### config.mk
export PLATFORM = sky130hd
export DESIGN_NAME = hierarchical_gesture_template_matcher
export DESIGN_NICKNAME = d
export VERILOG_FILES = /design/src/rtl/core/hgtm_pkg.sv /design/src/rtl/core/hierarchical_gesture_template_matcher.sv
export SDC_FILE = /design/constraint.sdc
export NUM_CORES = 2
export LEC_CHECK = 0
export BUFFER_PORTS_ARGS = -buffer_cell sky130_fd_sc_hd__buf_2
export CAP_MARGIN = 20
export CORE_MARGIN = 2
export CORE_UTILIZATION = 35
export DETAILED_ROUTE_END_ITERATION = 10
export REMOVE_ABC_BUFFERS = 1
export SYNTH_ARGS = -nofsm -noshare
export SYNTH_HDL_FRONTEND = slang
export SYNTH_MEMORY_MAX_BITS = 65536
export SYNTH_SLANG_ARGS = --single-unit
### constraint.sdc
create_clock -name clock -period 7.6 [get_ports clock]
set_clock_uncertainty 0.15 [all_clocks]
set_input_delay 0.38 -clock clock [delete_from_list [all_inputs] [get_ports clock]]
set_output_delay 0.38 -clock clock [all_outputs]
set_load 0.01 [all_outputs]
### src/rtl/core/hgtm_pkg.sv
// Shared constants, codes and types for the gesture template matcher.
package hgtm_pkg;

   // Sample and template word geometry
   localparam int SAMPLE_BITS = 10;
   localparam int RIGHT_WORDS = 5;
   localparam int ACCEL_WORDS = 3;
   localparam int HAND_W      = RIGHT_WORDS * SAMPLE_BITS;
   localparam int ACCEL_W     = ACCEL_WORDS * SAMPLE_BITS;
   localparam int THR_W       = 10;
   localparam int ENTRY_W     = 6;
   localparam int INDEX_W     = 6;
   localparam int CSR_IDX_W   = 2;

   // Which words of a template take part in a compare
   localparam logic [RIGHT_WORDS-1:0] HAND_USED  = '1;
   localparam logic [RIGHT_WORDS-1:0] ACCEL_USED = RIGHT_WORDS'((1 << ACCEL_WORDS) - 1);

   // Default shape counts
   localparam int DEF_RIGHT_SHAPES = 10;
   localparam int DEF_ACCEL_SHAPES = 3;
   localparam int DEF_LEFT_SHAPES  = 2;

   // Request kinds
   localparam logic REQ_WRITE = 1'b0;
   localparam logic REQ_MATCH = 1'b1;

   // Template table selectors
   localparam logic [1:0] TBL_RIGHT = 2'd0;
   localparam logic [1:0] TBL_ACCEL = 2'd1;
   localparam logic [1:0] TBL_LEFT  = 2'd2;

   // Control register indexes
   localparam logic [CSR_IDX_W-1:0] CSR_RIGHT_THR = 2'd0;
   localparam logic [CSR_IDX_W-1:0] CSR_ACCEL_THR = 2'd1;
   localparam logic [CSR_IDX_W-1:0] CSR_LEFT_THR  = 2'd2;

   typedef enum logic [1:0] {
      ST_CLEAR,
      ST_IDLE,
      ST_SCAN
   } state_type;

   typedef enum logic [1:0] {
      STG_RIGHT,
      STG_ACCEL,
      STG_LEFT
   } stage_type;

endpackage

### src/rtl/core/hierarchical_gesture_template_matcher.sv
// Gesture template matcher: template tables, scan sequencer and shared compare unit.
//
// Usage: a request is taken at a rising edge with start high and busy low.
// req_type selects a template write or a match. A write stores the packed
// template into the table chosen by req_table_sel at req_entry_index in that
// same edge and gives no response; writes to selector 3 or beyond a table's
// depth are dropped. A match walks the right table, then the accelerometer
// entries under the hit, then the left entries under that hit, one entry per
// cycle through a single compare unit fed by the registered read port of the
// table in use. Busy stays high from the accept edge to the response. The
// response (rsp_matched, rsp_gesture_index) is shown for exactly one cycle
// with rsp_valid; the receiver cannot stall it, and a new request may be
// taken in that same cycle. Threshold registers are to be written through
// csr_we/csr_index/csr_wdata only while idle; the block itself does not
// enforce this. After reset the block clears all template tables, one
// entry per cycle, with busy high; thresholds reset to zero.
module hierarchical_gesture_template_matcher #(
   parameter int RIGHT_SHAPES = hgtm_pkg::DEF_RIGHT_SHAPES,
   parameter int ACCEL_SHAPES = hgtm_pkg::DEF_ACCEL_SHAPES,
   parameter int LEFT_SHAPES  = hgtm_pkg::DEF_LEFT_SHAPES
) (
   input  logic                              clock,
   input  logic                              reset,
   // request channel
   input  logic                              start,
   output logic                              busy,
   input  logic                              req_type,
   input  logic [1:0]                        req_table_sel,
   input  logic [hgtm_pkg::ENTRY_W-1:0]      req_entry_index,
   input  logic [hgtm_pkg::HAND_W-1:0]       req_template_packed,
   input  logic [hgtm_pkg::HAND_W-1:0]       req_right_fingers,
   input  logic [hgtm_pkg::HAND_W-1:0]       req_left_fingers,
   input  logic [hgtm_pkg::ACCEL_W-1:0]      req_accel,
   // response channel
   output logic                              rsp_valid,
   output logic                              rsp_matched,
   output logic [hgtm_pkg::INDEX_W-1:0]      rsp_gesture_index,
   // control register port
   input  logic                              csr_we,
   input  logic [hgtm_pkg::CSR_IDX_W-1:0]    csr_index,
   input  logic [hgtm_pkg::THR_W-1:0]        csr_wdata
);

   localparam int SB         = hgtm_pkg::SAMPLE_BITS;
   localparam int ACC_DEPTH  = RIGHT_SHAPES * ACCEL_SHAPES;
   localparam int LEFT_DEPTH = ACC_DEPTH * LEFT_SHAPES;
   localparam int AW         = (LEFT_DEPTH > 1) ? $clog2(LEFT_DEPTH) : 1;
   localparam int RA_W       = (RIGHT_SHAPES > 1) ? $clog2(RIGHT_SHAPES) : 1;
   localparam int AA_W       = (ACC_DEPTH > 1) ? $clog2(ACC_DEPTH) : 1;
   localparam int IDX_W      = (AW > hgtm_pkg::INDEX_W) ? AW : hgtm_pkg::INDEX_W;
   localparam int MAXS_RA    = (RIGHT_SHAPES > ACCEL_SHAPES) ? RIGHT_SHAPES : ACCEL_SHAPES;
   localparam int MAXS       = (MAXS_RA > LEFT_SHAPES) ? MAXS_RA : LEFT_SHAPES;
   localparam int CW         = $clog2(MAXS + 1);
   localparam int CMPW       = ((AW > hgtm_pkg::ENTRY_W) ? AW : hgtm_pkg::ENTRY_W) + 1;

   // Template stores
   logic [hgtm_pkg::HAND_W-1:0]  right_mem_ff [RIGHT_SHAPES];
   logic [hgtm_pkg::ACCEL_W-1:0] accel_mem_ff [ACC_DEPTH];
   logic [hgtm_pkg::HAND_W-1:0]  left_mem_ff  [LEFT_DEPTH];
   logic [hgtm_pkg::HAND_W-1:0]  rt_rd_ff;
   logic [hgtm_pkg::ACCEL_W-1:0] at_rd_ff;
   logic [hgtm_pkg::HAND_W-1:0]  lt_rd_ff;

   // Sequencer and datapath registers
   hgtm_pkg::state_type          state_ff, state_in;
   hgtm_pkg::stage_type          stage_ff, stage_in;
   logic [CW-1:0]                iss_ff, iss_in;
   logic                         chk_vld_ff, chk_vld_in;
   logic [AW-1:0]                chk_addr_ff, chk_addr_in;
   logic [AW-1:0]                base_ff, base_in;
   logic [IDX_W-1:0]             idx_ff, idx_in;
   logic                         matched_ff, matched_in;
   logic [AW-1:0]                clr_ff, clr_in;
   logic                         rsp_valid_ff, rsp_valid_in;
   logic [hgtm_pkg::THR_W-1:0]   right_thr_ff, right_thr_in;
   logic [hgtm_pkg::THR_W-1:0]   accel_thr_ff, accel_thr_in;
   logic [hgtm_pkg::THR_W-1:0]   left_thr_ff, left_thr_in;
   logic [hgtm_pkg::HAND_W-1:0]  right_smp_ff, right_smp_in;
   logic [hgtm_pkg::HAND_W-1:0]  left_smp_ff, left_smp_in;
   logic [hgtm_pkg::ACCEL_W-1:0] accel_smp_ff, accel_smp_in;

   // Combinational helpers
   logic                         req_accept;
   logic [AW-1:0]                rd_addr;
   logic [CW-1:0]                cnt_max;
   logic [CMPW-1:0]              ext_entry;
   logic [AW-1:0]                wr_addr;
   logic                         clearing;
   logic                         rt_we, at_we, lt_we;
   logic [AW-1:0]                mem_waddr;
   logic [hgtm_pkg::HAND_W-1:0]  mem_wdata;
   logic [hgtm_pkg::HAND_W-1:0]  tmpl_sel;
   logic [hgtm_pkg::HAND_W-1:0]  samp_sel;
   logic [hgtm_pkg::THR_W-1:0]   thr_sel;
   logic [hgtm_pkg::RIGHT_WORDS-1:0] word_used;
   logic [hgtm_pkg::RIGHT_WORDS-1:0] word_ok;
   logic                         hit;

   assign req_accept = start && !busy;
   assign busy       = (state_ff != hgtm_pkg::ST_IDLE);
   assign clearing   = (state_ff == hgtm_pkg::ST_CLEAR);
   assign rd_addr    = base_ff + AW'(iss_ff);
   assign ext_entry  = CMPW'(req_entry_index);
   assign wr_addr    = ext_entry[AW-1:0];

   // Drive the response from the result registers
   assign rsp_valid         = rsp_valid_ff;
   assign rsp_matched       = matched_ff;
   assign rsp_gesture_index = idx_ff[hgtm_pkg::INDEX_W-1:0];

   // Pick the write source for the tables: clearing pass or write request
   always_comb begin
      rt_we     = 1'b0;
      at_we     = 1'b0;
      lt_we     = 1'b0;
      mem_waddr = wr_addr;
      mem_wdata = req_template_packed;
      if (clearing) begin
         mem_waddr = clr_ff;
         mem_wdata = '0;
         rt_we     = ({1'b0, clr_ff} < (AW+1)'(RIGHT_SHAPES));
         at_we     = ({1'b0, clr_ff} < (AW+1)'(ACC_DEPTH));
         lt_we     = 1'b1;
      end else if (req_accept && req_type == hgtm_pkg::REQ_WRITE) begin
         rt_we = (req_table_sel == hgtm_pkg::TBL_RIGHT) && (ext_entry < CMPW'(RIGHT_SHAPES));
         at_we = (req_table_sel == hgtm_pkg::TBL_ACCEL) && (ext_entry < CMPW'(ACC_DEPTH));
         lt_we = (req_table_sel == hgtm_pkg::TBL_LEFT) && (ext_entry < CMPW'(LEFT_DEPTH));
      end
   end

   // Right table: one write port, registered read port
   always_ff @(posedge clock) begin
      if (rt_we) begin
         right_mem_ff[mem_waddr[RA_W-1:0]] <= mem_wdata;
      end
      rt_rd_ff <= right_mem_ff[rd_addr[RA_W-1:0]];
   end

   // Accelerometer table: keep three words only
   always_ff @(posedge clock) begin
      if (at_we) begin
         accel_mem_ff[mem_waddr[AA_W-1:0]] <= mem_wdata[hgtm_pkg::ACCEL_W-1:0];
      end
      at_rd_ff <= accel_mem_ff[rd_addr[AA_W-1:0]];
   end

   // Left table
   always_ff @(posedge clock) begin
      if (lt_we) begin
         left_mem_ff[mem_waddr] <= mem_wdata;
      end
      lt_rd_ff <= left_mem_ff[rd_addr];
   end

   // Route the level in use into the shared compare unit
   always_comb begin
      tmpl_sel  = rt_rd_ff;
      samp_sel  = right_smp_ff;
      thr_sel   = right_thr_ff;
      word_used = hgtm_pkg::HAND_USED;
      cnt_max   = CW'(RIGHT_SHAPES);
      unique case (stage_ff)
         hgtm_pkg::STG_RIGHT: begin
            tmpl_sel  = rt_rd_ff;
            samp_sel  = right_smp_ff;
            thr_sel   = right_thr_ff;
            word_used = hgtm_pkg::HAND_USED;
            cnt_max   = CW'(RIGHT_SHAPES);
         end
         hgtm_pkg::STG_ACCEL: begin
            tmpl_sel  = hgtm_pkg::HAND_W'(at_rd_ff);
            samp_sel  = hgtm_pkg::HAND_W'(accel_smp_ff);
            thr_sel   = accel_thr_ff;
            word_used = hgtm_pkg::ACCEL_USED;
            cnt_max   = CW'(ACCEL_SHAPES);
         end
         hgtm_pkg::STG_LEFT: begin
            tmpl_sel  = lt_rd_ff;
            samp_sel  = left_smp_ff;
            thr_sel   = left_thr_ff;
            word_used = hgtm_pkg::HAND_USED;
            cnt_max   = CW'(LEFT_SHAPES);
         end
         default: begin
            cnt_max = CW'(RIGHT_SHAPES);
         end
      endcase
   end

   // Shared compare unit: every used word within threshold, entry not empty
   always_comb begin
      logic [SB-1:0] ta;
      logic [SB-1:0] sa;
      logic [SB-1:0] dd;
      ta = '0;
      sa = '0;
      dd = '0;
      for (int i = 0; i < hgtm_pkg::RIGHT_WORDS; i++) begin
         ta = tmpl_sel[i*SB +: SB];
         sa = samp_sel[i*SB +: SB];
         dd = (ta > sa) ? (ta - sa) : (sa - ta);
         word_ok[i] = (dd <= thr_sel) || !word_used[i];
      end
      hit = (tmpl_sel[SB-1:0] != '0) && (&word_ok);
   end

   // Sequencer: next state, scan control and result
   always_comb begin
      state_in     = state_ff;
      stage_in     = stage_ff;
      iss_in       = iss_ff;
      chk_vld_in   = chk_vld_ff;
      chk_addr_in  = chk_addr_ff;
      base_in      = base_ff;
      idx_in       = idx_ff;
      matched_in   = matched_ff;
      clr_in       = clr_ff;
      rsp_valid_in = 1'b0;
      right_smp_in = right_smp_ff;
      left_smp_in  = left_smp_ff;
      accel_smp_in = accel_smp_ff;

      unique case (state_ff)
         hgtm_pkg::ST_CLEAR: begin
            clr_in = clr_ff + 1'b1;
            if (clr_ff == AW'(LEFT_DEPTH - 1)) begin
               state_in = hgtm_pkg::ST_IDLE;
            end
         end
         hgtm_pkg::ST_IDLE: begin
            if (req_accept && req_type == hgtm_pkg::REQ_MATCH) begin
               right_smp_in = req_right_fingers;
               left_smp_in  = req_left_fingers;
               accel_smp_in = req_accel;
               state_in     = hgtm_pkg::ST_SCAN;
               stage_in     = hgtm_pkg::STG_RIGHT;
               base_in      = '0;
               iss_in       = '0;
               chk_vld_in   = 1'b0;
               matched_in   = 1'b0;
               idx_in       = '0;
            end
         end
         hgtm_pkg::ST_SCAN: begin
            if (chk_vld_ff && hit) begin
               // descend one level (or finish at the left level), drop the read in flight
               chk_vld_in = 1'b0;
               iss_in     = '0;
               unique case (stage_ff)
                  hgtm_pkg::STG_RIGHT: begin
                     matched_in = 1'b1;
                     idx_in     = IDX_W'(chk_addr_ff * (ACCEL_SHAPES * LEFT_SHAPES));
                     base_in    = AW'(chk_addr_ff * ACCEL_SHAPES);
                     stage_in   = hgtm_pkg::STG_ACCEL;
                  end
                  hgtm_pkg::STG_ACCEL: begin
                     idx_in   = IDX_W'(chk_addr_ff * LEFT_SHAPES);
                     base_in  = AW'(chk_addr_ff * LEFT_SHAPES);
                     stage_in = hgtm_pkg::STG_LEFT;
                  end
                  default: begin
                     idx_in       = IDX_W'(chk_addr_ff);
                     state_in     = hgtm_pkg::ST_IDLE;
                     rsp_valid_in = 1'b1;
                  end
               endcase
            end else if (chk_vld_ff && iss_ff == cnt_max) begin
               // level exhausted: keep the fallback index (a right-level miss reports no match, index zero)
               chk_vld_in   = 1'b0;
               state_in     = hgtm_pkg::ST_IDLE;
               rsp_valid_in = 1'b1;
               if (stage_ff == hgtm_pkg::STG_RIGHT) begin
                  matched_in = 1'b0;
                  idx_in     = '0;
               end
            end else if (iss_ff != cnt_max) begin
               // issue the next entry read
               chk_vld_in  = 1'b1;
               chk_addr_in = rd_addr;
               iss_in      = iss_ff + 1'b1;
            end
         end
         default: begin
            state_in = hgtm_pkg::ST_IDLE;
         end
      endcase
   end

   // Threshold register writes
   always_comb begin
      right_thr_in = right_thr_ff;
      accel_thr_in = accel_thr_ff;
      left_thr_in  = left_thr_ff;
      if (csr_we) begin
         unique case (csr_index)
            hgtm_pkg::CSR_RIGHT_THR: right_thr_in = csr_wdata;
            hgtm_pkg::CSR_ACCEL_THR: accel_thr_in = csr_wdata;
            hgtm_pkg::CSR_LEFT_THR:  left_thr_in  = csr_wdata;
            default: begin
               right_thr_in = right_thr_ff;
            end
         endcase
      end
   end

   // Control state
   always_ff @(posedge clock) begin
      if (reset) begin
         state_ff     <= hgtm_pkg::ST_CLEAR;
         stage_ff     <= hgtm_pkg::STG_RIGHT;
         iss_ff       <= '0;
         chk_vld_ff   <= 1'b0;
         matched_ff   <= 1'b0;
         clr_ff       <= '0;
         rsp_valid_ff <= 1'b0;
         right_thr_ff <= '0;
         accel_thr_ff <= '0;
         left_thr_ff  <= '0;
      end else begin
         state_ff     <= state_in;
         stage_ff     <= stage_in;
         iss_ff       <= iss_in;
         chk_vld_ff   <= chk_vld_in;
         matched_ff   <= matched_in;
         clr_ff       <= clr_in;
         rsp_valid_ff <= rsp_valid_in;
         right_thr_ff <= right_thr_in;
         accel_thr_ff <= accel_thr_in;
         left_thr_ff  <= left_thr_in;
      end
   end

   // Payload registers
   always_ff @(posedge clock) begin
      chk_addr_ff  <= chk_addr_in;
      base_ff      <= base_in;
      idx_ff       <= idx_in;
      right_smp_ff <= right_smp_in;
      left_smp_ff  <= left_smp_in;
      accel_smp_ff <= accel_smp_in;
   end

   // A response only closes a scan
   a_rsp_after_scan: assert property (@(posedge clock) disable iff (reset)
      rsp_valid |-> $past(state_ff == hgtm_pkg::ST_SCAN))
      else $error("response without a scan");

   // A miss on the right hand reports index zero
   a_miss_index_zero: assert property (@(posedge clock) disable iff (reset)
      (rsp_valid && !rsp_matched) |-> (rsp_gesture_index == '0))
      else $error("unmatched response with nonzero index");

   // The block is ready again while the response is shown
   a_rsp_ready: assert property (@(posedge clock) disable iff (reset)
      rsp_valid |-> !busy)
      else $error("busy while response shown");

   // A read in flight always follows an issued entry
   a_chk_issued: assert property (@(posedge clock) disable iff (reset)
      chk_vld_ff |-> (iss_ff != '0) && (state_ff == hgtm_pkg::ST_SCAN))
      else $error("compare without an issued read");

endmodule

==> results by group <==
Status
  – Status: finished clean

STA
  – Rel. slew slack: 15.4%
  – Finish-stage setup viols: 0
  – Setup WS post-layout: 0.424 ns
  – Setup repair after global routing missed its margin: false
  – Final Cycle Share: a little over nine tenths
  – Final Slew Violations: 0
  – Worst slew pin tran: around 1.3 ns
  – Final Hold Vio Count: 0
  – Period minus WS final: roughly 7.2 ns
  – Hold_ws: ~0.055 ns
  – Achievable Freq: about 0.14 GHz

Worst setup path
  – Slowest CP cell: nor3_1
  – Startpoint types: register
  – R2R setup slack: 0.42 ns
  – Reg2reg path depth: 27
  – CP required: 8.16 ns
  – Critical path startpoint: stage_ff[1]
  – Worst flop-to-flop path startpoint: stage_ff[1]
  – Crit-path max FO: 49
  – Critical path endpoint category: register
  – RR Endpoint: base_ff[4]
  – Crit path to: base_ff[4]
  – Critical path arrival: 7.74 ns
  – WS Path Type: reg2reg
  – Slowest Stage Delay on Critical Path: 0.64 ns

Routing
  – 1st-pass router iterations: 7
  – Antenna viol nets, final: 0
  – Initial DRC count: about 11,000
  – Drt total wl: 504 mm
  – WL/cell: ~30 microns
  – Vias: approximately 90,000
  – DR vias/cell: between 5 and 6
  – DRC viols: 0

Cells and area
  – Area grow syn2layout: 16.5%
  – Layout Cells excl Fill: between 15,000 and 20,000
  – Final core occ: 40.9%
  – Share of cells above drive strength 1: between 20 and 30%
  – Final nets: a little under 10,000

CTS
  – Skew-Pair Late Insertion Delay: 1.00 ns
  – Clk sinks: approximately 4,700
  – Htree depth: 5
  – Number of CTS-inserted buffers: approximately 460
  – Clock root cell: clkbuf_16
  – TritonCTS clock tree: yes
  – Clock transition at path regs: 0.06 ns
  – Clock Path Buffers: 4

Floorplan
  – Die height: ~730 microns
  – Die Width: 729 microns
  – Core area: between 500,000 and 600,000 sq um
  – Ports: 214
  – Die ar.: 532,000 sq um
  – Initial Util: between 30% and 40%
  – Row count: between 200 and 300

Logic synthesis
  – Netlist cell types: 64
  – Post-synth EDFFs: 4,548
  – Synthesized cell area: between 150,000 and 200,000 sq um
  – Cells after Synth: roughly 8,400
  – Primary FF master, synth: edfxtp_1
  – Area contributors post-synth: edfxtp_1, mux4_2, dfxtp_1
  – Asr flop ratio synth: 0%
  – Register area share after synthesis: approximately three quarters
  – Syn avg cell area: 21.9 sq um
  – Synth warn: 0
  – Synth top area share: 74.2%
  – Area leader, netlist: edfxtp_1
  – Post-synth top cells: edfxtp_1, mux4_2, nand2_1
  – Most common cell in the synthesized netlist: edfxtp_1
  – Post-synthesis sequential element count: roughly 4,700

Global routing
  – GRT Util Overall: 18.5%
  – Vias in the first global route: ~90,000
  – Initial antenna violation count: between 50 and 60
  – Total gr overflow: 0
  – First-pass GRT wire length: 702 mm
  – Largest net degree at the start of global routing: 116

Pwr
  – Leakage power: 68.4 nW
  – PD cells: roughly 250 nW/um^2
  – Peak supply drop: roughly 0.24 mV
  – Tot Pwr: about 53 mW

Placement
  – Inst Count DP: ~15,000
  – Final GP Congestion: 0.832
  – Post-Place Worst Slack: 0.331 ns
  – # port buffers: around 210
  – DPL Wire Length: between 200 and 300 mm

Worst hold path
  – Worst hold path type: in2reg

Run
  – Maxcap violations: 0
logic make-up after synthesis:
kind of cell | share of synthesized area [%]
buffers and inverters | 1.32
AOI/OAI and AO/OA | 2.05
and+or+nand+nor | 2.05
muxes | 17.0
xor gates and xnor gates | 0.257
adders and majority gates | 1.22
DFF | 76.1
worst min path at each step:
stage | from | endpoint | slack, ns | depth (start not counted)
after detailed placement | right_thr_ff[9] | right_thr_ff[9] | 0.33 | 2
after floorplan | reset | iss_ff[2] | 0.30 | 1
after global placement | right_thr_ff[5] | right_thr_ff[5] | 0.32 | 2
after CTS | req_template_packed[42] | right_mem_ff[9][42] | 0.002 | 3
after global routing | req_left_fingers[37] | left_smp_ff[37] | 0.05 | 2
final | req_template_packed[45] | right_mem_ff[6][45] | 0.05 | 3
cell usage in the layout (no fill, tap or decap), types with 85 or more instances in the layout:
cell | netlist | layout
edfxtp_1 | 4548 | 4548
mux4_2 | 1320 | 1320
clkbuf_16 | 0 | 464
nand2_1 | 299 | 298
dlygate4sd3_1 | 0 | 294
buf_4 | 3 | 257
buf_2 | 115 | 213
nor2_1 | 216 | 182
dfxtp_1 | 177 | 177
inv_1 | 161 | 161
ha_1 | 161 | 156
a31oi_1 | 110 | 107
clkbuf_1 | 259 | 101
clkinv_1 | 0 | 97
a21oi_1 | 93 | 91
o21ai_0 | 90 | 85
where the power goes:
group / switching [mW] / leakage [nW] / internal [mW]
logic: 1.09 / 17.4 / 0.664
clock network: 9.66 / 7.11 / 12.6
registers: 0.137 / 43.9 / 28.7
final cells by class:
class	instances	area (sq um)
antenna	38	95.1
clock buffer	577	12100
clock inverter	258	2410
fill	45300	310000
inverter	162	616
multi-input combinational	3092	42800
sequential	4725	140000
tap	6968	8720
timing repair buffer	840	7570
sequential cells by signal, summed over array words and instances (netlist names), 10 cells and up:
register      flops
left_mem_ff    3000
accel_mem_ff    900
right_mem_ff    500
left_smp_ff      50
lt_rd_ff         50
right_smp_ff     50
rt_rd_ff         50
accel_smp_ff     30
at_rd_ff         30
accel_thr_ff     10
left_thr_ff      10
right_thr_ff     10
repair_timing:
item,4_1_cts,5_1_grt
setup buffers,0,1
resized for setup,0,7
hold buffers,282,12
hold endpoints to repair,951,236
setup endpoints to repair,0,24
metal layers:
metal | track usage, % | vias up | share of wire, %
met5 | 0 | - | 0.030
met3 | 2.96 | 682 | 8.2
met2 | 30.7 | 4123 | 49
li1 | - | 36900 | -
met4 | 5.07 | 24 | 2.9
met1 | 25.2 | 49400 | 40
per-stage QoR:
step	area, sq um	setup TNS, ns
after floorplan	182000	-4980.60
after global placement	196000	0
after detailed placement	196000	0
after CTS	214000	0
after global routing	214000	0
final	214000	0
worst max-delay path, delay by kind of cell, from the launching register on:
family                   cells  cell delay [ns]
AND/OR/NAND/NOR              7             1.78
flip-flops                   1             0.46
buffers and inverters        5             0.88
AO/OA/AOI/OAI                9             1.74
adder cells (fa/ha/maj)      4             1.43
XOR/XNOR                     1             0.11
multiplexers                 1             0.28
Note: power is estimated with default switching activity, not from simulation.
